$ cat src/design/csc_pkg.sv
`default_nettype none
// ----------------------------------------------------------------------------
// csc_pkg
// Shared types and constants for the cordic sine and cosine pipeline.
// ----------------------------------------------------------------------------
package csc_pkg;

	localparam int unsigned PHASE_W        = 32;
	localparam int unsigned OUT_W          = 34;
	// x and y stay below 2^32 in magnitude, z below 2^31
	localparam int unsigned XW             = 34;
	localparam int unsigned ZW             = 33;
	localparam int unsigned ATAN_W         = 30;
	localparam int unsigned ATAN_LEN       = 31;
	localparam int unsigned ATAN_IW        = $clog2(ATAN_LEN);
	localparam int unsigned ITERATIONS_DEF = 31;

	localparam logic signed [XW-1:0] GAIN_K  = 34'sd1304065748;
	localparam logic signed [XW-1:0] MAX_Q31 = 34'sd2147483647;
	localparam logic signed [OUT_W-1:0] ONE_Q32 = 34'sd4294967296;

	localparam logic [PHASE_W-1:0] QUARTER_TURN = 32'h4000_0000;
	localparam logic [PHASE_W-1:0] OFFSET_MASK  = 32'h3fff_ffff;

	// quadrant codes, taken from the top two phase bits
	localparam logic [1:0] QUAD_ZERO    = 2'd0;
	localparam logic [1:0] QUAD_QUARTER = 2'd1;
	localparam logic [1:0] QUAD_HALF    = 2'd2;
	localparam logic [1:0] QUAD_THREE   = 2'd3;

	// arctangent of 2^-i in units of 2^-32 turn
	localparam logic [ATAN_W-1:0] ATAN_TURNS [ATAN_LEN] = '{
		30'd536870912, 30'd316933406, 30'd167458907, 30'd85004756, 30'd42667331,
		30'd21354465, 30'd10679838, 30'd5340245, 30'd2670163, 30'd1335087,
		30'd667544, 30'd333772, 30'd166886, 30'd83443, 30'd41722,
		30'd20861, 30'd10430, 30'd5215, 30'd2608, 30'd1304,
		30'd652, 30'd326, 30'd163, 30'd81, 30'd41,
		30'd20, 30'd10, 30'd5, 30'd3, 30'd1,
		30'd1
	};

	typedef struct packed {
		logic signed [XW-1:0] x;
		logic signed [XW-1:0] y;
		logic signed [ZW-1:0] z;
	} lane_t;

	typedef struct packed {
		lane_t      sin_l;
		lane_t      cos_l;
		logic       neg_sin;
		logic       neg_cos;
		logic       exact;
		logic [1:0] quad;
	} item_t;

endpackage
`default_nettype wire

$ cat src/design/csc_finish.sv
`default_nettype none
// ----------------------------------------------------------------------------
// csc_finish
// Output stage: restores the sign, clamps, doubles to Q2.32 and substitutes
// the exact values on the four axis phases.
// ----------------------------------------------------------------------------
module csc_finish (
	input  wire logic                               clk,
	input  wire logic                               arst_n,
	input  wire logic                               in_valid,
	output logic                                    in_ready,
	input  wire csc_pkg::item_t                     in_item,
	output logic                                    out_valid,
	input  wire logic                               out_ready,
	output logic signed [csc_pkg::OUT_W-1:0]        sine,
	output logic signed [csc_pkg::OUT_W-1:0]        cosine
);
	import csc_pkg::*;

	logic                    out_valid_s3;
	logic signed [OUT_W-1:0] sine_s3;
	logic signed [OUT_W-1:0] cosine_s3;
	logic signed [OUT_W-1:0] sine_nx;
	logic signed [OUT_W-1:0] cosine_nx;

	function automatic logic signed [OUT_W-1:0] scale(logic signed [XW-1:0] y,
			logic neg);
		logic signed [XW-1:0] yn;
		logic signed [XW-1:0] yc;
		yn = neg ? -y : y;
		if (yn > MAX_Q31) begin
			yc = MAX_Q31;
		end else if (yn < -MAX_Q31) begin
			yc = -MAX_Q31;
		end else begin
			yc = yn;
		end
		return {yc[OUT_W-2:0], 1'b0};
	endfunction

	always_comb begin
		sine_nx   = scale(in_item.sin_l.y, in_item.neg_sin);
		cosine_nx = scale(in_item.cos_l.y, in_item.neg_cos);
		if (in_item.exact) begin
			case (in_item.quad)
				QUAD_ZERO: begin
					sine_nx   = '0;
					cosine_nx = ONE_Q32;
				end
				QUAD_QUARTER: begin
					sine_nx   = ONE_Q32;
					cosine_nx = '0;
				end
				QUAD_HALF: begin
					sine_nx   = '0;
					cosine_nx = -ONE_Q32;
				end
				QUAD_THREE: begin
					sine_nx   = -ONE_Q32;
					cosine_nx = '0;
				end
				default: begin
					sine_nx   = '0;
					cosine_nx = '0;
				end
			endcase
		end
	end

	assign in_ready  = !out_valid_s3 || out_ready;
	assign out_valid = out_valid_s3;
	assign sine      = sine_s3;
	assign cosine    = cosine_s3;

	always_ff @(posedge clk or negedge arst_n) begin
		if (!arst_n) begin
			out_valid_s3 <= 1'b0;
		end else if (in_ready) begin
			out_valid_s3 <= in_valid;
		end
	end

	always_ff @(posedge clk) begin
		if (in_ready && in_valid) begin
			sine_s3   <= sine_nx;
			cosine_s3 <= cosine_nx;
		end
	end

`ifndef SYNTHESIS
	a_bound: assert property (@(posedge clk) disable iff (!arst_n)
		out_valid_s3 |-> sine_s3 <= ONE_Q32 && sine_s3 >= -ONE_Q32
			&& cosine_s3 <= ONE_Q32 && cosine_s3 >= -ONE_Q32)
		else $error("result beyond unit magnitude");

	// axis phases give one zero and one unit result
	a_exact: assert property (@(posedge clk) disable iff (!arst_n)
		in_valid && in_ready && in_item.exact
			|=> (sine_s3 == '0 && (cosine_s3 == ONE_Q32 || cosine_s3 == -ONE_Q32))
			|| (cosine_s3 == '0 && (sine_s3 == ONE_Q32 || sine_s3 == -ONE_Q32)))
		else $error("axis phase gave inexact result");
`endif

endmodule
`default_nettype wire

$ cat config.mk
export PLATFORM = sky130hd
export DESIGN_NAME = csc_finish
export DESIGN_NICKNAME = d
export VERILOG_FILES = /design/src/design/csc_pkg.sv /design/src/design/csc_finish.sv
export SDC_FILE = /design/constraint.sdc
export NUM_CORES = 1
export LEC_CHECK = 0
export BUFFER_PORTS_ARGS = -buffer_cell sky130_fd_sc_hd__buf_2
export CAP_MARGIN = 20
export CORE_MARGIN = 3
export CORE_UTILIZATION = 30
export DETAILED_ROUTE_END_ITERATION = 7
export GPL_ROUTABILITY_DRIVEN = 1
export SYNTH_ARGS = -nofsm -noshare
export SYNTH_HDL_FRONTEND = slang
export SYNTH_SLANG_ARGS = --single-unit
$ cat constraint.sdc
create_clock -name clk -period 2.5 [get_ports clk]
set_clock_uncertainty 0.05 [all_clocks]
set_input_delay 0.75 -clock clk [delete_from_list [all_inputs] [get_ports clk]]
set_output_delay 0.75 -clock clk [all_outputs]
set_load 0.01 [all_outputs]
==> flow_metrics.env, run 1 <==
export IMPL_rsz0062_at_grt="true"
export IMPL_cts_max_path_buffers=2
export IMPL_area_delta_synth_final_pct=73.57
export IMPL_nNetsFinal=1129
export IMPL_layout_setup_ws_ns=-0.4085
export IMPL_clock_latency_ns=0.35
export IMPL_fin_crit_ns=2.909
export IMPL_p_int_mw=2.870
export IMPL_wire_per_inst_um=18.29
export IMPL_avgSynthCellArea_um2=9.138
export IMPL_die_area_mm2=0.01952
export IMPL_ys_top_cells_by_area="edfxtp_1 (37%), xor2_1 (7.8%), o21ai_0 (5.6%)"
export IMPL_ir_drop_mv=0.3482
export IMPL_r2r_start="out_valid$_DFFE_PN0N_"
export IMPL_die_x_um=139.7
export IMPL_place_area_mm2=0.007831
export IMPL_met1Wirelength_um=9031
export IMPL_antenna_left=0
export IMPL_grt_pass1_vias=5823
export IMPL_grt_pass1_wl_um=30420
export IMPL_ys_flop_type="edfxtp_1"
export IMPL_antenna_found_initial=2
export IMPL_pwr_share_clk=0.348
export IMPL_dr_wl_met2_um=9985
export IMPL_grt_overflow_total=0
export IMPL_fin_cells=1147
export IMPL_switchingPower_mw=1.269
export IMPL_finalSetupViolations=62
export IMPL_drtPass1Iterations=5
export IMPL_drv_slew=0
export IMPL_gp_congestion=0.9391
export IMPL_num_io_pins=281
export IMPL_syn_area_mm2=0.005364
export IMPL_arrival_ns=2.97
export IMPL_leakage_nw=3.838
export IMPL_synthCells=587
export IMPL_tritoncts="built"
export IMPL_wl_met3_um=1444
export IMPL_drc=0
export IMPL_relSlewSlack=0.6323
export IMPL_fmax_mhz=343.8
export IMPL_min_path_type="primary input to asynchronous set/reset pin"
export IMPL_synth_top_cell_by_area="edfxtp_1"
export IMPL_reg2reg_depth=3
export IMPL_hold_viol_final=0
export IMPL_vias_per_cell=5.316
export IMPL_core_mm2=0.01742
export IMPL_portBuffers=144
export IMPL_rows=48
export IMPL_grt_usage=0.1952
export IMPL_synth_top_area_frac=0.3695
export IMPL_critPathMaxFanout=6
export IMPL_grt_max_degree=67
export IMPL_yosysUniqueCellTypes=73
export IMPL_wl_um=20980
export IMPL_pwr_share_comb=0.317
export IMPL_stdcell_area_mm2=0.009310
export IMPL_ys_seq_area_frac=0.3742
export IMPL_drive_gt1_frac=0.5809
export IMPL_power_frac_seq=0.334
export IMPL_cp_start_kind="primary input"
export IMPL_top_layer="met5"
export IMPL_clk_pin_slew_ns=0.06
export IMPL_final_common_cell="buf_4"
export IMPL_vias=6097
export IMPL_tightestPinTransition_ns=0.5483
export IMPL_first_iter_violations=348
export IMPL_reg2reg_slack_ns=1.09
export IMPL_cts_root_buf="clkbuf_16"
export IMPL_start_util=0.3080
export IMPL_synth_edff_count=66
export IMPL_ys_ff_latch=67
export IMPL_critPathLaunch="in_item[142]"
export IMPL_swShare=0.3066
export IMPL_cts_hold_buffers=0
export IMPL_outcome="finished, violations left"
export IMPL_p_per_area_mw_per_mm2=444.6
export IMPL_fill_cells=1566
export IMPL_crit_required_ns=2.56
export IMPL_layout_common_cells="buf_4 (197), buf_2 (135), edfxtp_1 (66), xor2_1 (45), nand2_1 (40)"
export IMPL_dp_cells=1104
export IMPL_cts_sinks=67
export IMPL_end_kind="register"
export IMPL_dp_hpwl_um=14520
export IMPL_htreeDepth=3
export IMPL_violations="negative setup slack"
export IMPL_async_flop_share=0.01493
export IMPL_period_share=1.163
export IMPL_yosysWarnings=0
export IMPL_die_y_um=139.7
export IMPL_drv_cap=0
export IMPL_cts_buffers_inserted=9
export IMPL_path_class="primary input to register"
[cell usage after synthesis, drive strengths merged, types with 2 or more instances]
library cell	instances
edfxtp	66
o21ai	62
xor2	48
nand2	44
nor2	40
a21oi	34
clkbuf	34
buf	18
nand3	17
nor3	17
nor4	17
xnor2	17
o41ai	14
o31ai	13
nand4	12
nand2b	11
or4	11
o21a	10
or3	10
and3	7
inv	7
nand4b	7
a211oi	5
mux2	4
mux2i	4
nor2b	4
nor4b	4
o31a	4
and4	3
o22ai	3
a211o	2
a221oi	2
a2bb2oi	2
a32oi	2
and2	2
ha	2
nand3b	2
o2111a	2
o2111ai	2
o2bb2ai	2
o311ai	2
o32ai	2
or2	2
or3b	2
[worst paths after layout]
| kind | to |
|---|---|
| max in group asynchronous | out_valid$_DFFE_PN0N_ |
| setup reg to reg | sine[32]$_DFFE_PP_ |
| setup / recovery | sine[2]$_SDFFCE_PP0P_ |
| min in group clk | out_valid$_DFFE_PN0N_ |
| hold / removal | out_valid$_DFFE_PN0N_ |
| hold reg to reg | out_valid$_DFFE_PN0N_ |
[per-stage QoR]
stage          power (mW)  hold slack, ns  setup TNS [ns]    util  setup WS, ns
6_report            4.140          0.1125          -18.77  0.5346       -0.4085
2_1_floorplan       1.920          0.4044          -28.26       -       -0.5596
4_1_cts             4.043         0.09735          -17.16  0.4991       -0.3700
5_1_grt             4.320          0.1020          -23.19  0.5346       -0.4885
3_5_place_dp        2.430          0.4606          -47.26  0.4496       -0.8511
3_3_place_gp        2.421          0.4493          -45.86  0.4496       -0.8314
[logic make-up (layout without fill, tap and decap cells)]
family | after synthesis | count (layout) | synth area share
xor+xnor | 65 | 65 | 0.1061
fa+ha+maj | 2 | 2 | 0.004665
buf+inv | 59 | 392 | 0.04945
other cells | 1 | 3 | 0.0006991
flops | 67 | 67 | 0.3742
compound gates | 170 | 170 | 0.2088
mux | 8 | 8 | 0.01586
simple gates | 215 | 215 | 0.2403
[sequential cells by signal, summed over array words and instances, names as in the netlist]
name / cells
out_valid: 1
sine: 33
cosine: 33
[area by class of cell]
class	instances	area, µm²	area share
antenna	1	2.502	0.0002688
clock buffer	11	242.7	0.02607
clock inverter	5	86.33	0.009273
inverter	7	28.78	0.003091
multi-input combinational	462	3954	0.4247
sequential	67	2007	0.2156
tap	225	281.5	0.03024
timing repair buffer	369	2708	0.2908
[worst max-delay path: stages]
cell and delay, ns:
buf_2 0.14, buf_4 0.16, or4_1 0.55, buf_4 0.18
nor4b_2 0.21, o211ai_1 0.11, a21oi_1 0.18, nand3_1 0.13
nor4b_4 0.27, a211oi_2 0.12, buf_4 0.14
[power groups by stage]
stage	sequential (mW)	combinational (mW)	clock (mW)
3_5_place_dp	1.41	1.02	0
4_1_cts	1.38	1.19	1.47
3_3_place_gp	1.40	1.02	0
2_1_floorplan	1.45	0.468	0
5_1_grt	1.39	1.40	1.52
6_report	1.38	1.31	1.44
[timing repair]
action                     4_1_cts  5_1_grt
gates resized for setup         84      144
setup endpoints to repair       65       65
setup buffers                   10       17
pin swaps                       16       43
gates cloned                     4        4
[layer usage]
| metal | track usage | vias up |
|---|---|---|
| met1 | 0.2566 | 2950 |
| met5 | 0 | - |
| met4 | 0.05966 | 2 |
| met2 | 0.3145 | 216 |
| li1 | - | 2893 |
| met3 | 0.05258 | 36 |
Power figures use the tool's default switching activity.
==> inputs of run 2 (changes only) <==
clock period = 2.8 ns   (was 2.5 ns; I/O delays follow)
==> run 2 against run 1 <==
The run still ends with negative setup slack left; sequential share of layout area shrank 0.12 points; routed wire length shrank 6.5%; first-iteration DRC count down 0.29%; sequential power shrank 11%; count of clock-buffer cells in the layout down 2; critical endpoint is now cosine[10]$_SDFFCE_PP0P_; largest cell class unchanged.
==> flow_metrics.env, run 2 (synthesis gave the netlist of run 1 again) <==
export IMPL_outcome="finished, violations left"
export IMPL_violations="negative setup slack"
export IMPL_swShare=0.3107
export IMPL_grt_usage=0.1923
export IMPL_layout_setup_ws_ns=-0.2606
export IMPL_p_int_mw=2.499
export IMPL_clock_latency_ns=0.33
export IMPL_vias=5968
export IMPL_reg2reg_depth=3
export IMPL_met2_usage=0.2861
export IMPL_num_io_pins=281
export IMPL_power_frac_seq=0.341
export IMPL_pwr_share_comb=0.339
export IMPL_grt_pass1_wl_um=30240
export IMPL_gp_congestion=0.9023
export IMPL_antenna_left=0
export IMPL_portBuffers=144
export IMPL_wl_um=19610
export IMPL_core_mm2=0.01742
export IMPL_drv_cap=0
export IMPL_antenna_found_initial=0
export IMPL_multi_input_area_mm2=0.003846
export IMPL_vias_per_cell=5.181
export IMPL_min_path_type="primary input to asynchronous set/reset pin"
export IMPL_finalSetupViolations=58
export IMPL_grt_overflow_total=0
export IMPL_path_class="primary input to register"
export IMPL_n_antenna_cell=0
export IMPL_grt_pass1_vias=5726
export IMPL_cp_start_kind="primary input"
export IMPL_die_y_um=139.7
export IMPL_tritoncts="built"
export IMPL_grt_busiest_layer="met2"
export IMPL_pwr_share_clk=0.320
export IMPL_final_common_cell="buf_4"
export IMPL_period_share=1.093
export IMPL_cts_max_path_buffers=2
export IMPL_rsz0062_at_grt="true"
export IMPL_end_kind="register"
export IMPL_hold_viol_final=0
export IMPL_layout_common_cells="buf_4 (195), buf_2 (134), edfxtp_1 (66), xor2_1 (44), nand2_1 (41)"
export IMPL_first_iter_violations=347
export IMPL_arrival_ns=3.21
export IMPL_rows=48
export IMPL_fin_crit_ns=3.061
export IMPL_ir_drop_mv=0.3207
export IMPL_grt_max_degree=67
export IMPL_cts_buffers_inserted=9
export IMPL_drv_slew=0
export IMPL_dp_cells=1095
export IMPL_nNetsFinal=1135
export IMPL_leakage_nw=3.867
export IMPL_start_util=0.3080
export IMPL_fmax_mhz=326.7
export IMPL_r2r_start="out_valid$_DFFE_PN0N_"
export IMPL_reg2reg_slack_ns=1.39
export IMPL_area_delta_synth_final_pct=74.53
export IMPL_cts_sinks=67
export IMPL_die_area_mm2=0.01952
export IMPL_crit_required_ns=2.94
export IMPL_htreeDepth=3
export IMPL_drtPass1Iterations=5
export IMPL_fin_cells=1152
export IMPL_r2r_end="sine[12]$_SDFFCE_PP0P_"
export IMPL_fill_cells=1531
export IMPL_critPathMaxFanout=9
export IMPL_grt_util_met1=0.2818
export IMPL_seq_area_mm2=0.002007
export IMPL_cts_root_buf="clkbuf_16"
export IMPL_p_per_area_mw_per_mm2=387.3
export IMPL_clk_pin_slew_ns=0.06
export IMPL_die_x_um=139.7
export IMPL_grt_met3_usage=0.03162
export IMPL_drc=0
export IMPL_cts_hold_buffers=0
export IMPL_whs_ns=0.2156
export IMPL_drive_gt1_frac=0.5620
export IMPL_switchingPower_mw=1.127
export IMPL_dp_hpwl_um=13790
export IMPL_wire_per_inst_um=17.03
==> run 2: cell count changes in the layout (fill, tap and decap cells not counted), moves of 6 or more <==
cell,previous run,this run
buf_8,9,2
a21oi_4,4,13
o21ai_2,30,23
a21oi_2,21,11
buf_16,0,6
buf_12,7,15
==> run 2: worst max-delay path by stage <==
stage,startpoint,cells past startpoint,endpoint,slack [ns]
after floorplan,in_item[46],10,cosine[2]$_SDFFCE_PP0P_,-0.35
after global placement,in_item[45],9,cosine[1]$_SDFFCE_PP0P_,-0.88
after detailed placement,in_item[45],9,cosine[1]$_SDFFCE_PP0P_,-0.83
after CTS,in_item[43],10,cosine[2]$_SDFFCE_PP0P_,-0.19
after global routing,in_item[45],10,cosine[10]$_SDFFCE_PP0P_,-0.34
final,in_item[38],9,cosine[10]$_SDFFCE_PP0P_,-0.26
==> run 2: area by class of cell <==
cell class	count	share of cell area
multi-input combinational	463	0.4109
timing repair buffer	374	0.3103
sequential	67	0.2144
tap	225	0.03007
clock buffer	9	0.02406
clock inverter	7	0.007217
inverter	7	0.003074
==> run 2: through the flow <==
stage	cell area [µm²]	setup TNS [ns]	setup slack [ns]	util	power, mW
floorplan	5589	-14.96	-0.3496	-	1.713
global placement	7806	-35.01	-0.8766	0.4482	2.155
detailed placement	7806	-35.61	-0.8341	0.4482	2.162
CTS	8857	-6.015	-0.1877	0.5085	3.533
global route	9361	-13.50	-0.3366	0.5375	3.788
finish	9361	-8.663	-0.2606	0.5375	3.626
==> run 2: layer usage <==
metal	routed length (µm)	part of all wire
met5	0	0
met3	1105	0.056
met2	8650	0.44
met4	502	0.026
met1	9355	0.48
==> run 2: power groups by stage <==
stage	Clock [mW]	Combinational, mW	Sequential, mW
3_3_place_gp	0	0.896	1.26
3_5_place_dp	0	0.907	1.26
6_report	1.16	1.23	1.23
2_1_floorplan	0	0.416	1.30
5_1_grt	1.22	1.32	1.24
4_1_cts	1.19	1.11	1.24
==> run 2: worst max-delay path: stages <==
cell	delay [ns]
buf_2	0.12
inv_2	0.06
ha_4	0.12
or4b_4	0.54
or3_4	0.41
a31o_1	0.20
or4_4	0.62
clkbuf_16	0.22
o21ai_2	0.06
==> run 2: timing repair <==
| item | CTS | global route |
|---|---|---|
| resized for setup | 70 | 113 |
| pin swaps | 29 | 29 |
| endpoints found under the setup margin | 62 | 64 |
| gates cloned | 8 | 2 |
| buffers inserted | 23 | 11 |
| endpoints found under the hold margin | 0 | 0 |
