--- src/design/csc_pkg.sv ---
`default_nettype none
// ----------------------------------------------------------------------------
// csc_pkg
// Shared types and constants for the cordic sine and cosine pipeline.
// ----------------------------------------------------------------------------
package csc_pkg;

	localparam int unsigned PHASE_W        = 32;
	localparam int unsigned OUT_W          = 34;
	// x and y stay below 2^32 in magnitude, z below 2^31
	localparam int unsigned XW             = 34;
	localparam int unsigned ZW             = 33;
	localparam int unsigned ATAN_W         = 30;
	localparam int unsigned ATAN_LEN       = 31;
	localparam int unsigned ATAN_IW        = $clog2(ATAN_LEN);
	localparam int unsigned ITERATIONS_DEF = 31;

	localparam logic signed [XW-1:0] GAIN_K  = 34'sd1304065748;
	localparam logic signed [XW-1:0] MAX_Q31 = 34'sd2147483647;
	localparam logic signed [OUT_W-1:0] ONE_Q32 = 34'sd4294967296;

	localparam logic [PHASE_W-1:0] QUARTER_TURN = 32'h4000_0000;
	localparam logic [PHASE_W-1:0] OFFSET_MASK  = 32'h3fff_ffff;

	// quadrant codes, taken from the top two phase bits
	localparam logic [1:0] QUAD_ZERO    = 2'd0;
	localparam logic [1:0] QUAD_QUARTER = 2'd1;
	localparam logic [1:0] QUAD_HALF    = 2'd2;
	localparam logic [1:0] QUAD_THREE   = 2'd3;

	// arctangent of 2^-i in units of 2^-32 turn
	localparam logic [ATAN_W-1:0] ATAN_TURNS [ATAN_LEN] = '{
		30'd536870912, 30'd316933406, 30'd167458907, 30'd85004756, 30'd42667331,
		30'd21354465, 30'd10679838, 30'd5340245, 30'd2670163, 30'd1335087,
		30'd667544, 30'd333772, 30'd166886, 30'd83443, 30'd41722,
		30'd20861, 30'd10430, 30'd5215, 30'd2608, 30'd1304,
		30'd652, 30'd326, 30'd163, 30'd81, 30'd41,
		30'd20, 30'd10, 30'd5, 30'd3, 30'd1,
		30'd1
	};

	typedef struct packed {
		logic signed [XW-1:0] x;
		logic signed [XW-1:0] y;
		logic signed [ZW-1:0] z;
	} lane_t;

	typedef struct packed {
		lane_t      sin_l;
		lane_t      cos_l;
		logic       neg_sin;
		logic       neg_cos;
		logic       exact;
		logic [1:0] quad;
	} item_t;

endpackage
`default_nettype wire

--- src/design/csc_fold.sv ---
`default_nettype none
// ----------------------------------------------------------------------------
// csc_fold
// Input stage: folds the phase and the phase plus a quarter turn into the
// first quadrant and loads the starting cordic vectors.
// ----------------------------------------------------------------------------
module csc_fold (
	input  wire logic                         clk,
	input  wire logic                         arst_n,
	input  wire logic                         in_valid,
	output logic                              in_ready,
	input  wire logic [csc_pkg::PHASE_W-1:0] phase,
	output logic                              out_valid,
	input  wire logic                         out_ready,
	output csc_pkg::item_t                    out_item
);
	import csc_pkg::*;

	logic                item_valid_s1;
	item_t               item_s1;
	item_t               folded;
	logic [PHASE_W-1:0]  phase_cos;

	function automatic lane_t fold_lane(logic [PHASE_W-1:0] ph);
		lane_t      l;
		logic [30:0] zv;
		// odd quadrants count down from a quarter turn
		if (ph[30]) begin
			zv = QUARTER_TURN[30:0] - {1'b0, ph[29:0]};
		end else begin
			zv = {1'b0, ph[29:0]};
		end
		l.x = GAIN_K;
		l.y = '0;
		l.z = $signed({{(ZW-31){1'b0}}, zv});
		return l;
	endfunction

	assign phase_cos = phase + QUARTER_TURN;

	always_comb begin
		folded.sin_l   = fold_lane(phase);
		folded.cos_l   = fold_lane(phase_cos);
		folded.neg_sin = phase[31];
		folded.neg_cos = phase_cos[31];
		folded.exact   = ((phase & OFFSET_MASK) == '0);
		folded.quad    = phase[31:30];
	end

	assign in_ready  = !item_valid_s1 || out_ready;
	assign out_valid = item_valid_s1;
	assign out_item  = item_s1;

	always_ff @(posedge clk or negedge arst_n) begin
		if (!arst_n) begin
			item_valid_s1 <= 1'b0;
		end else if (in_ready) begin
			item_valid_s1 <= in_valid;
		end
	end

	always_ff @(posedge clk) begin
		if (in_ready && in_valid) begin
			item_s1 <= folded;
		end
	end

`ifndef SYNTHESIS
	// folded angle lies in [0, quarter turn]
	a_z_range: assert property (@(posedge clk) disable iff (!arst_n)
		item_valid_s1 |-> !item_s1.sin_l.z[ZW-1] && !item_s1.cos_l.z[ZW-1]
			&& item_s1.sin_l.z <= $signed({1'b0, QUARTER_TURN})
			&& item_s1.cos_l.z <= $signed({1'b0, QUARTER_TURN}))
		else $error("folded angle out of range");
`endif

endmodule
`default_nettype wire

--- config.mk ---
export PLATFORM = sky130hd
export DESIGN_NAME = csc_fold
export DESIGN_NICKNAME = d
export VERILOG_FILES = /design/src/design/csc_pkg.sv /design/src/design/csc_fold.sv
export SDC_FILE = /design/constraint.sdc
export NUM_CORES = 1
export LEC_CHECK = 0
export BUFFER_PORTS_ARGS = -buffer_cell sky130_fd_sc_hd__buf_2
export CORE_MARGIN = 2
export CORE_UTILIZATION = 41
export DETAILED_ROUTE_END_ITERATION = 7
export PLACE_DENSITY = 0.75
export SLEW_MARGIN = 25
export SYNTH_ARGS = -nofsm -noshare
export SYNTH_HDL_FRONTEND = slang
export SYNTH_SLANG_ARGS = --single-unit
export TNS_END_PERCENT = 5
--- constraint.sdc ---
create_clock -name clk -period 2.5 [get_ports clk]
set_clock_uncertainty 0.05 [all_clocks]
set_input_delay 0.25 -clock clk [delete_from_list [all_inputs] [get_ports clk]]
set_output_delay 0.25 -clock clk [all_outputs]
set_load 0.03 [all_outputs]
==> flow_metrics.env, run 1 <==
export IMPL_synthTopCellsByArea="edfxtp_1 45%, buf_4 25%, xor2_1 6.2%"
export IMPL_r2r_cells=3
export IMPL_multi_input_area_um2=1740
export IMPL_startpoint_type="primary input"
export IMPL_grt_use_total=0.130
export IMPL_portBuffers=104
export IMPL_cts_made_buffers=9
export IMPL_cp_num_buf_inv=2
export IMPL_io_pins=245
export IMPL_clock_sinks=66
export IMPL_holdPathEnd="out_item[4]$_DFFE_PP_"
export IMPL_powerDensity_nw_per_um2=612
export IMPL_place_hpwl_um=5910
export IMPL_die_h_um=107
export IMPL_worstPathMaxFanout=6
export IMPL_initialDrtViolationCount=137
export IMPL_grt_max_degree=66
export IMPL_drive_above_1_share=0.280
export IMPL_clockBufferDepth=2
export IMPL_hold_path_depth=1
export IMPL_fill_cells=956
export IMPL_die_x_um=107
export IMPL_antenna_cells=0
export IMPL_synth_cell_area_um2=4370
export IMPL_relSlewSlack=0.439
export IMPL_layout_common_cells="140 x conb_1, 104 x buf_2, 65 x edfxtp_1"
export IMPL_grt_pass1_vias=2263
export IMPL_end_kind="register"
export IMPL_status="finished clean"
export IMPL_synth_largest_area_cell="edfxtp_1"
export IMPL_placed_cells=616
export IMPL_p_leak_nw=2.05
export IMPL_setup_viol=0
export IMPL_cts_tree="done"
export IMPL_regToRegStartpoint="out_valid$_DFFE_PN0N_"
export IMPL_final_seq_area_um2=1980
export IMPL_route_detailed_wl_per_inst_um=12.6
export IMPL_overflow=0
export IMPL_gp_congestion=0.844
export IMPL_final_cells=633
export IMPL_period_share=0.730
export IMPL_hold_viol=0
export IMPL_timing_rr_end="out_item[29]$_DFFE_PP_"
export IMPL_path_clk_slew_ps=60
export IMPL_setup_tns_final_ps=0
export IMPL_finalPower_mw=2.84
export IMPL_synth_cells=391
export IMPL_grt_first_pass_wirelength_um=11300
export IMPL_yosysSeqAreaShare=0.452
export IMPL_ant_nets=0
export IMPL_synth_seq_cells=66
export IMPL_critical_path_class="primary input to register"
export IMPL_holdWs_ps=62.4
export IMPL_nets=529
export IMPL_finalWorstPathRequiredPeriod_ps=1830
export IMPL_rows=37
export IMPL_drc=0
export IMPL_critical_path_max_stage_delay_ps=700
export IMPL_ir_drop_mv=0.305
export IMPL_ctsResizeCount=0
export IMPL_synth_top_cell_area_share=0.446
export IMPL_synth_distinct_cells=37
export IMPL_hold_start="phase[31]"
export IMPL_worstPathRequired_ps=2540
export IMPL_slowest_stage="or4_1"
export IMPL_avgViaCountPerCell=4.27
export IMPL_layout_commonest_cell="conb_1"
export IMPL_worstMarginPinSlew_ps=841
export IMPL_drv_cap=0
export IMPL_cts_root_buf="clkbuf_8"
export IMPL_ctsHtreeMaxLevel=3
export IMPL_firstDrtPassIters=4
export IMPL_rsz0062_at_grt="no"
export IMPL_syn_avg_cell_area_um2=11.2
export IMPL_syn_to_final_growth_pct=6.07
export IMPL_ys_warn_count=0
export IMPL_wirelength_um=7990
export IMPL_arrival_ps=1860
export IMPL_antenna_found_initial=0
export IMPL_num_vias=2706
export IMPL_crit_chain="buf_2 > inv_1 > ha_1 > nand2b_1 > or4_1 > o31ai_2 > xnor2_1"
export IMPL_clk_latency_ps=340
export IMPL_die_area_um2=11500
export IMPL_hold_class="primary input to register"
export IMPL_maxSlewViolCount=0
export IMPL_start_util=0.424
export IMPL_ff2ff_setup_slack_ps=1130
export IMPL_max_freq_mhz=548
export IMPL_core_area_um2=10300
export IMPL_critical_path_top_delay_family="simple AND/OR/NAND/NOR gates"
power breakdown:
part | switching (mW) | leakage (nW) | internal [mW] | total, mW
clock | 0.380 | 0.0816 | 0.352 | 0.732
sequential | 0.0189 | 0.632 | 1.32 | 1.34
combinational | 0.615 | 1.33 | 0.153 | 0.768
total | 1.01 | 2.05 | 1.83 | 2.84
worst max path at each step:
| stage | startpoint | endpoint | slack [ps] | cells past startpoint |
|---|---|---|---|---|
| 6_report | phase[1] | out_item[21]$_DFFE_PP_ | 670 | 7 |
| 5_1_grt | phase[1] | out_item[21]$_DFFE_PP_ | 580 | 7 |
| 4_1_cts | phase[1] | out_item[21]$_DFFE_PP_ | 680 | 7 |
| 3_5_place_dp | phase[1] | out_item[21]$_DFFE_PP_ | 310 | 7 |
| 3_3_place_gp | phase[25] | out_item[34]$_DFFE_PP_ | 410 | 5 |
| 2_1_floorplan | out_valid$_DFFE_PN0N_ | out_item[0]$_DFFE_PP_ | 310 | 2 |
synthesized netlist by cell type, drive strengths merged:
cell / count
a21o: 2
a21oi: 8
a31o: 1
a31oi: 19
a41oi: 2
and2: 4
and3: 1
buf: 151
clkbuf: 7
conb: 2
dfrtp: 1
edfxtp: 65
ha: 1
inv: 4
mux2: 1
nand2: 7
nand2b: 4
nand3: 1
nand3b: 1
nor2: 11
nor3: 7
nor4: 8
o21ai: 11
o31ai: 6
or3: 5
or4: 4
xnor2: 26
xor2: 31
state kept, by name, summed over array words and instances (netlist names):
register	cells
out_item	65
out_valid	1
repair_timing:
item,in CTS,in global routing
hold endpoints to repair,1,0
setup buffers,0,0
setup endpoints to repair,0,0
hold buffers,1,0
per-layer routing:
metal	GRT usage	up-vias	wire length, µm
met5	0	-	0
met4	0.0547	0	96
met3	0.0496	8	1060
met2	0.227	176	3990
met1	0.139	1256	2850
li1	-	1266	-
cells by family (layout without fill, tap and decap cells):
family	Yosys count	after routing	synth area share
flip-flops	66	66	0.452
AO/OA/AOI/OAI	49	49	0.0732
other	2	140	0.00172
adder cells (fa/ha/maj)	1	1	0.00286
XOR/XNOR	57	57	0.114
AND/OR/NAND/NOR	53	53	0.0850
multiplexers	1	1	0.00257
buffers and inverters	162	130	0.268
stage by stage:
stage          worst slack [ps]   util  area (µm²)
2_1_floorplan               306      -        4890
3_3_place_gp                412  0.433        4470
3_5_place_dp                313  0.433        4470
4_1_cts                     683  0.449        4640
5_1_grt                     582  0.449        4640
6_report                    675  0.449        4640
cell type report:
cell class,instances,area share
clock buffer,12,0.0291
clock inverter,4,0.00405
inverter,4,0.00324
multi-input combinational,301,0.376
sequential,66,0.426
tap,136,0.0367
timing repair buffer,110,0.125
(Power assumes the default switching activity.)
==> inputs of run 2 (changes only) <==
--- a/config.mk
+++ b/config.mk
@@ -5,11 +5,12 @@
 export SDC_FILE = /design/constraint.sdc
 export NUM_CORES = 1
 export LEC_CHECK = 0
+export ABC_AREA = 1
 export BUFFER_PORTS_ARGS = -buffer_cell sky130_fd_sc_hd__buf_2
 export CORE_MARGIN = 2
-export CORE_UTILIZATION = 41
+export CORE_UTILIZATION = 46
 export DETAILED_ROUTE_END_ITERATION = 7
-export PLACE_DENSITY = 0.75
+export PLACE_DENSITY = 0.79
 export SLEW_MARGIN = 25
 export SYNTH_ARGS = -nofsm -noshare
 export SYNTH_HDL_FRONTEND = slang
==> constraint.sdc (replaced) <==
create_clock -name clk -period 1.8 [get_ports clk]
set_clock_uncertainty 0.05 [all_clocks]
set_input_delay 0.18 -clock clk [delete_from_list [all_inputs] [get_ports clk]]
set_output_delay 0.18 -clock clk [all_outputs]
set_load 0.03 [all_outputs]
==> run 2 against run 1 <==
Net effect:
- sequential share of layout area is 3.0 points lower
- global-route usage is 3.8 points higher
- first-iteration DRC count is 100% higher
- power is 44% higher
- worst hold slack worse by 41 ps
- register-to-register slack worse by 640 ps
- critical path type unchanged
- largest power group unchanged
==> flow_metrics.env, run 2 <==
export IMPL_syn_avg_cell_area_um2=8.57
export IMPL_synthFlopType="edfxtp_1"
export IMPL_synthArstFlopShare=0.0152
export IMPL_wirelength_um=9370
export IMPL_crit_top_cell="nand2_1"
export IMPL_synth_top_cell_area_share=0.423
export IMPL_avgViaCountPerCell=4.37
export IMPL_layout_common_cells="140 x conb_1, 129 x nand2_1, 104 x buf_2"
export IMPL_gp_congestion=0.879
export IMPL_synth_xor_area_share=0.0266
export IMPL_status="finished clean"
export IMPL_nets=682
export IMPL_ys_warn_count=0
export IMPL_syn_to_final_growth_pct=8.28
export IMPL_p_leak_nw=2.43
export IMPL_largest_register_ffs=65
export IMPL_regToRegStartpoint="out_valid$_DFFE_PN0N_"
export IMPL_io_pins=245
export IMPL_critical_path_top_delay_family="simple AND/OR/NAND/NOR gates"
export IMPL_r2r_cells=2
export IMPL_stdcell_area_um2=4990
export IMPL_max_freq_mhz=729
export IMPL_drive_above_1_share=0.234
export IMPL_drc=0
export IMPL_ir_drop_mv=0.353
export IMPL_end_kind="register"
export IMPL_slowest_stage="ha_1"
export IMPL_hold_path_depth=3
export IMPL_clockBufferDepth=2
export IMPL_critical_path_max_stage_delay_ps=280
export IMPL_synth_cells=538
export IMPL_multi_input_area_um2=1940
export IMPL_synth_top_family_by_area="buffers and inverters"
export IMPL_rsz0062_at_grt="no"
export IMPL_worstPathMaxFanout=6
export IMPL_ff2ff_setup_slack_ps=490
export IMPL_crit_chain="buf_2 > inv_1 > ha_1 > nand3_4 > nor2_8 > nand2_2 > nor2_1 > nand2_1 > nand3_1 > nand2_1"
export IMPL_die_area_um2=10800
export IMPL_setup_viol=0
export IMPL_place_hpwl_um=7060
export IMPL_period_share=0.762
export IMPL_clock_sinks=66
export IMPL_overflow=0
export IMPL_final_seq_area_um2=1980
export IMPL_die_x_um=104
export IMPL_layout_commonest_cell="conb_1"
export IMPL_worstPathRequired_ps=1860
export IMPL_rows=36
export IMPL_firstDrtPassIters=4
export IMPL_cts_root_buf="clkbuf_8"
export IMPL_clk_latency_ps=340
export IMPL_synth_seq_cells=66
export IMPL_hold_class="primary input to register"
export IMPL_yosysSeqAreaShare=0.429
export IMPL_route_detailed_wl_per_inst_um=12.0
export IMPL_synth_largest_area_cell="edfxtp_1"
export IMPL_ant_nets=0
export IMPL_synth_mux_area_frac=0
export IMPL_start_util=0.474
export IMPL_cp_num_buf_inv=2
export IMPL_portBuffers=104
export IMPL_timing_rr_end="out_item[114]$_DFFE_PP_"
export IMPL_core_area_um2=9730
export IMPL_synth_distinct_cells=28
export IMPL_place_area_um2=4780
export IMPL_num_vias=3421
export IMPL_finalPower_mw=4.09
export IMPL_maxSlewViolCount=0
export IMPL_arrival_ps=1430
export IMPL_grt_pass1_vias=3096
export IMPL_yosys_area_share_adder=0.00271
export IMPL_grt_use_total=0.168
export IMPL_drv_cap=0
export IMPL_fill_cells=905
export IMPL_ctsHtreeMaxLevel=3
export IMPL_startpoint_type="primary input"
export IMPL_hold_start="in_valid"
export IMPL_path_clk_slew_ps=70
export IMPL_grt_first_pass_wirelength_um=14400
export IMPL_yosysMostFrequentCell="buf_4"
export IMPL_antenna_found_initial=0
export IMPL_initialDrtViolationCount=276
export IMPL_finalWorstPathRequiredPeriod_ps=1370
export IMPL_synth_cell_area_um2=4610
export IMPL_grt_max_degree=66
export IMPL_synth_edf_count=65
export IMPL_holdPathEnd="out_valid$_DFFE_PN0N_"
export IMPL_antenna_cells=0
export IMPL_cts_tree="done"
export IMPL_cts_made_buffers=9
export IMPL_die_h_um=104
export IMPL_hold_viol=0
export IMPL_yosys_area_share_simple=0.233
export IMPL_critical_path_class="primary input to register"
export IMPL_powerDensity_nw_per_um2=819
export IMPL_ys_top_cells_by_count="142 x buf_4, 129 x nand2_1, 65 x edfxtp_1"
export IMPL_cts_setup_buffers=0
export IMPL_synthTopCellsByArea="edfxtp_1 42%, buf_4 23%, nand2_1 11%"
export IMPL_synth_compound_gate_area_share=0.0423
## run 2: cell count changes after synthesis, sizes merged, moves of 7 or more
cell and delta:
a21oi -7, a31oi -19, inv +23, nand2 +129
nand3 +37, nand4 +7, nor2 +37, nor4 -7
o21ai +27, xnor2 -22, xor2 -21
## run 2: through the flow
stage | cells | setup slack (ps) | utilization | hold WS (ps) | setup TNS [ps]
3_5_place_dp | 764 | 76.6 | 0.491 | -92.1 | 0
2_1_floorplan | 676 | -294 | - | -166 | -19110
4_1_cts | 783 | 457 | 0.513 | 9.43 | 0
3_3_place_gp | 764 | 159 | 0.491 | -96.1 | 0
5_1_grt | 783 | 273 | 0.513 | 24.5 | 0
6_report | 783 | 429 | 0.513 | 21.6 | 0
## run 2: cell type report
class                      instances  area share
timing repair buffer             113       0.124
multi-input combinational        428       0.389
sequential                        66       0.396
inverter                          27      0.0203
clock inverter                     7      0.0120
tap                              133      0.0333
clock buffer                       9      0.0248
## run 2: kinds of logic (layout without fill, tap and decap cells)
logic type               count (synthesis)  after routing
XOR/XNOR                                14             14
AND/OR/NAND/NOR                        234            234
flip-flops                              66             66
AO/OA/AOI/OAI                           39             39
other                                    2            140
adder cells (fa/ha/maj)                  1              1
buffers and inverters                  182            156
## run 2: what timing repair did
| item | 4_1_cts | 5_1_grt |
|---|---|---|
| hold endpoints to repair | 3 | 0 |
| gates resized for setup | 0 | 0 |
| hold buffers | 3 | 0 |
## run 2: how the worst max path moves through the flow
| stage | startpoint | end | slack, ps | cells after the start |
|---|---|---|---|---|
| 4_1_cts | phase[1] | out_item[134]$_DFFE_PP_ | 460 | 10 |
| 5_1_grt | phase[1] | out_item[126]$_DFFE_PP_ | 270 | 10 |
| 3_3_place_gp | phase[1] | out_item[134]$_DFFE_PP_ | 160 | 10 |
| 3_5_place_dp | phase[1] | out_item[134]$_DFFE_PP_ | 80 | 10 |
| 6_report | phase[1] | out_item[134]$_DFFE_PP_ | 430 | 10 |
| 2_1_floorplan | out_valid$_DFFE_PN0N_ | out_item[0]$_DFFE_PP_ | -290 | 1 |
## run 2: worst min-delay path: cells and delay by family
kind          cells  cell delay (ps)
simple gates      1               70
buf+inv           2              140
## run 2: routing by layer
layer / GRT usage / vias up / share of wire / wire length [µm]
met5: 0 / - / 0 / 0
met4: 0.0898 / 0 / 0.027 / 252
met3: 0.0351 / 23 / 0.081 / 757
met2: 0.289 / 189 / 0.50 / 4710
met1: 0.195 / 1530 / 0.39 / 3650
li1: - / 1679 / - / -
## run 2: power by group
| group | internal [mW] | switching [mW] | total [mW] |
|---|---|---|---|
| sequential | 1.82 | 0.0286 | 1.84 |
| clock | 0.621 | 0.557 | 1.18 |
| combinational | 0.190 | 0.873 | 1.06 |
| total | 2.63 | 1.46 | 4.09 |
==> inputs of run 3 (changes only) <==
--- a/config.mk
+++ b/config.mk
@@ -8,9 +8,9 @@
 export ABC_AREA = 1
 export BUFFER_PORTS_ARGS = -buffer_cell sky130_fd_sc_hd__buf_2
 export CORE_MARGIN = 2
-export CORE_UTILIZATION = 46
+export CORE_UTILIZATION = 42
 export DETAILED_ROUTE_END_ITERATION = 7
-export PLACE_DENSITY = 0.79
+export PLACE_DENSITY = 0.76
 export SLEW_MARGIN = 25
 export SYNTH_ARGS = -nofsm -noshare
 export SYNTH_HDL_FRONTEND = slang
==> constraint.sdc (replaced) <==
create_clock -name clk -period 1.2 [get_ports clk]
set_clock_uncertainty 0.05 [all_clocks]
set_input_delay 0.12 -clock clk [delete_from_list [all_inputs] [get_ports clk]]
set_output_delay 0.12 -clock clk [all_outputs]
set_load 0.03 [all_outputs]
==> run 3 against run 2 <==
Net effect:
- the run now ends with negative setup slack left
- first-iteration DRC count shrank 26%
- final cell count up 6.4%
- core utilization shrank 1.3 points
==> flow_metrics.env, run 3 (synthesis results as in run 2) <==
export IMPL_drv_cap=0
export IMPL_critical_path_class="register to register"
export IMPL_layout_commonest_cell="conb_1"
export IMPL_route_detailed_wl_per_inst_um=11.4
export IMPL_crit_chain="a21oi_4 > buf_12"
export IMPL_avgViaCountPerCell=4.22
export IMPL_ir_drop_mv=0.692
export IMPL_crit_end="out_item[113]$_DFFE_PP_"
export IMPL_grt_first_pass_wirelength_um=14100
export IMPL_cts_tree="done"
export IMPL_cts_root_buf="clkbuf_8"
export IMPL_status="finished with violations"
export IMPL_start_util=0.427
export IMPL_holdWs_ps=19.7
export IMPL_finalWorstSetupSlack_ps=-43.0
export IMPL_grt_use_total=0.155
export IMPL_p_leak_nw=2.66
export IMPL_grt_max_degree=60
export IMPL_timing_rr_end="out_item[113]$_DFFE_PP_"
export IMPL_maxSlewViolCount=0
export IMPL_startpoint_type="register"
export IMPL_cp_num_buf_inv=1
export IMPL_period_share=1.04
export IMPL_slowest_stage="dfrtp_2"
export IMPL_finalWorstPathRequiredPeriod_ps=1240
export IMPL_clock_sinks=66
export IMPL_die_x_um=109
export IMPL_rsz0062_at_grt="yes"
export IMPL_powerDensity_nw_per_um2=1170
export IMPL_max_freq_mhz=804
export IMPL_hold_viol=0
export IMPL_critical_path_top_delay_family="flip-flops"
export IMPL_drive_above_1_share=0.290
export IMPL_clk_latency_ps=340
export IMPL_critical_path_max_stage_delay_ps=430
export IMPL_largest_register_ffs=65
export IMPL_arrival_ps=1230
export IMPL_hold_class="primary input to asynchronous set/reset pin"
export IMPL_initialDrtViolationCount=205
export IMPL_ant_nets=0
export IMPL_cts_setup_buffers=0
export IMPL_drc=0
export IMPL_die_area_um2=11800
export IMPL_antenna_found_initial=0
export IMPL_rows=38
export IMPL_syn_to_final_growth_pct=17.2
export IMPL_finalPower_mw=6.33
export IMPL_worstSetupStartpoint="out_valid$_DFFE_PN0N_"
export IMPL_violations="negative setup slack"
export IMPL_overflow=0
export IMPL_grt_pass1_vias=2982
export IMPL_cts_made_buffers=9
export IMPL_firstDrtPassIters=4
export IMPL_setup_viol=60
export IMPL_ctsHtreeMaxLevel=3
export IMPL_portBuffers=104
export IMPL_regToRegStartpoint="out_valid$_DFFE_PN0N_"
export IMPL_place_hpwl_um=7420
export IMPL_clockBufferDepth=2
export IMPL_gp_congestion=0.906
export IMPL_io_pins=245
export IMPL_r2r_cells=2
export IMPL_wirelength_um=9540
export IMPL_core_area_um2=10800
export IMPL_die_h_um=109
export IMPL_end_kind="register"
export IMPL_worstSetupPathDepth=2
export IMPL_num_vias=3512
export IMPL_nets=725
export IMPL_layout_common_cells="140 x conb_1, 128 x nand2_1, 103 x buf_2"
export IMPL_path_clk_slew_ps=70
export IMPL_worstPathRequired_ps=1190
export IMPL_worstPathMaxFanout=39
export IMPL_ff2ff_setup_slack_ps=-40
export IMPL_antenna_cells=0
## run 3: cell types whose count changed in the layout (fill, tap and decap cells not counted), sizes merged
cell,delta
clkinv,-3
buf,+41
clkinvlp,+2
dlygate4sd3,+2
inv,+1
## run 3: metal layers
| layer | routed length, µm | track usage |
|---|---|---|
| met5 | 0 | 0 |
| met4 | 78 | 0.0467 |
| met3 | 925 | 0.0383 |
| met2 | 4890 | 0.278 |
| met1 | 3640 | 0.182 |
## run 3: layout make-up
cell class	count	area (µm²)
Fill cell	983	5390
Timing Repair Buffer	156	967
Multi-Input combinational cell	428	1990
Clock buffer	9	124
Clock inverter	7	68.8
Inverter	27	101
Tap cell	140	175
Sequential cell	66	1980
## run 3: how the worst min path moves through the flow
stage | to | slack [ps] | start | cells past startpoint
3_3_place_gp | out_valid$_DFFE_PN0N_ | -150 | arst_n | 1
6_report | out_valid$_DFFE_PN0N_ | 20 | arst_n | 2
2_1_floorplan | out_valid$_DFFE_PN0N_ | -230 | arst_n | 0
4_1_cts | out_valid$_DFFE_PN0N_ | 10 | arst_n | 2
5_1_grt | out_valid$_DFFE_PN0N_ | 20 | arst_n | 2
3_5_place_dp | out_valid$_DFFE_PN0N_ | -150 | arst_n | 1
## run 3: power by group
group / leakage (nW) / internal, mW / switching (mW) / total (mW)
Combinational: 1.94 / 0.377 / 1.33 / 1.71
Sequential: 0.636 / 2.72 / 0.0421 / 2.76
Clock: 0.0869 / 0.951 / 0.908 / 1.86
## run 3: per-stage QoR
stage               TNS [ps]  instance area (µm²)  instances  setup slack [ps]   util
floorplan             -63020                 5140        676              -894      -
global placement      -15510                 5110        812              -378  0.473
detailed placement    -17440                 5110        812              -395  0.473
CTS                    -2820                 5360        833             -62.1  0.496
global route           -4880                 5400        833             -92.1  0.500
finish                 -1670                 5400        833             -43.0  0.500
## run 3: repair_timing
| item | CTS | global route |
|---|---|---|
| hold endpoints to repair | 5 | 0 |
| resized for setup | 3 | 11 |
| hold buffers | 5 | 0 |
| endpoints found under the setup margin | 69 | 95 |
| pin swaps | 0 | 2 |
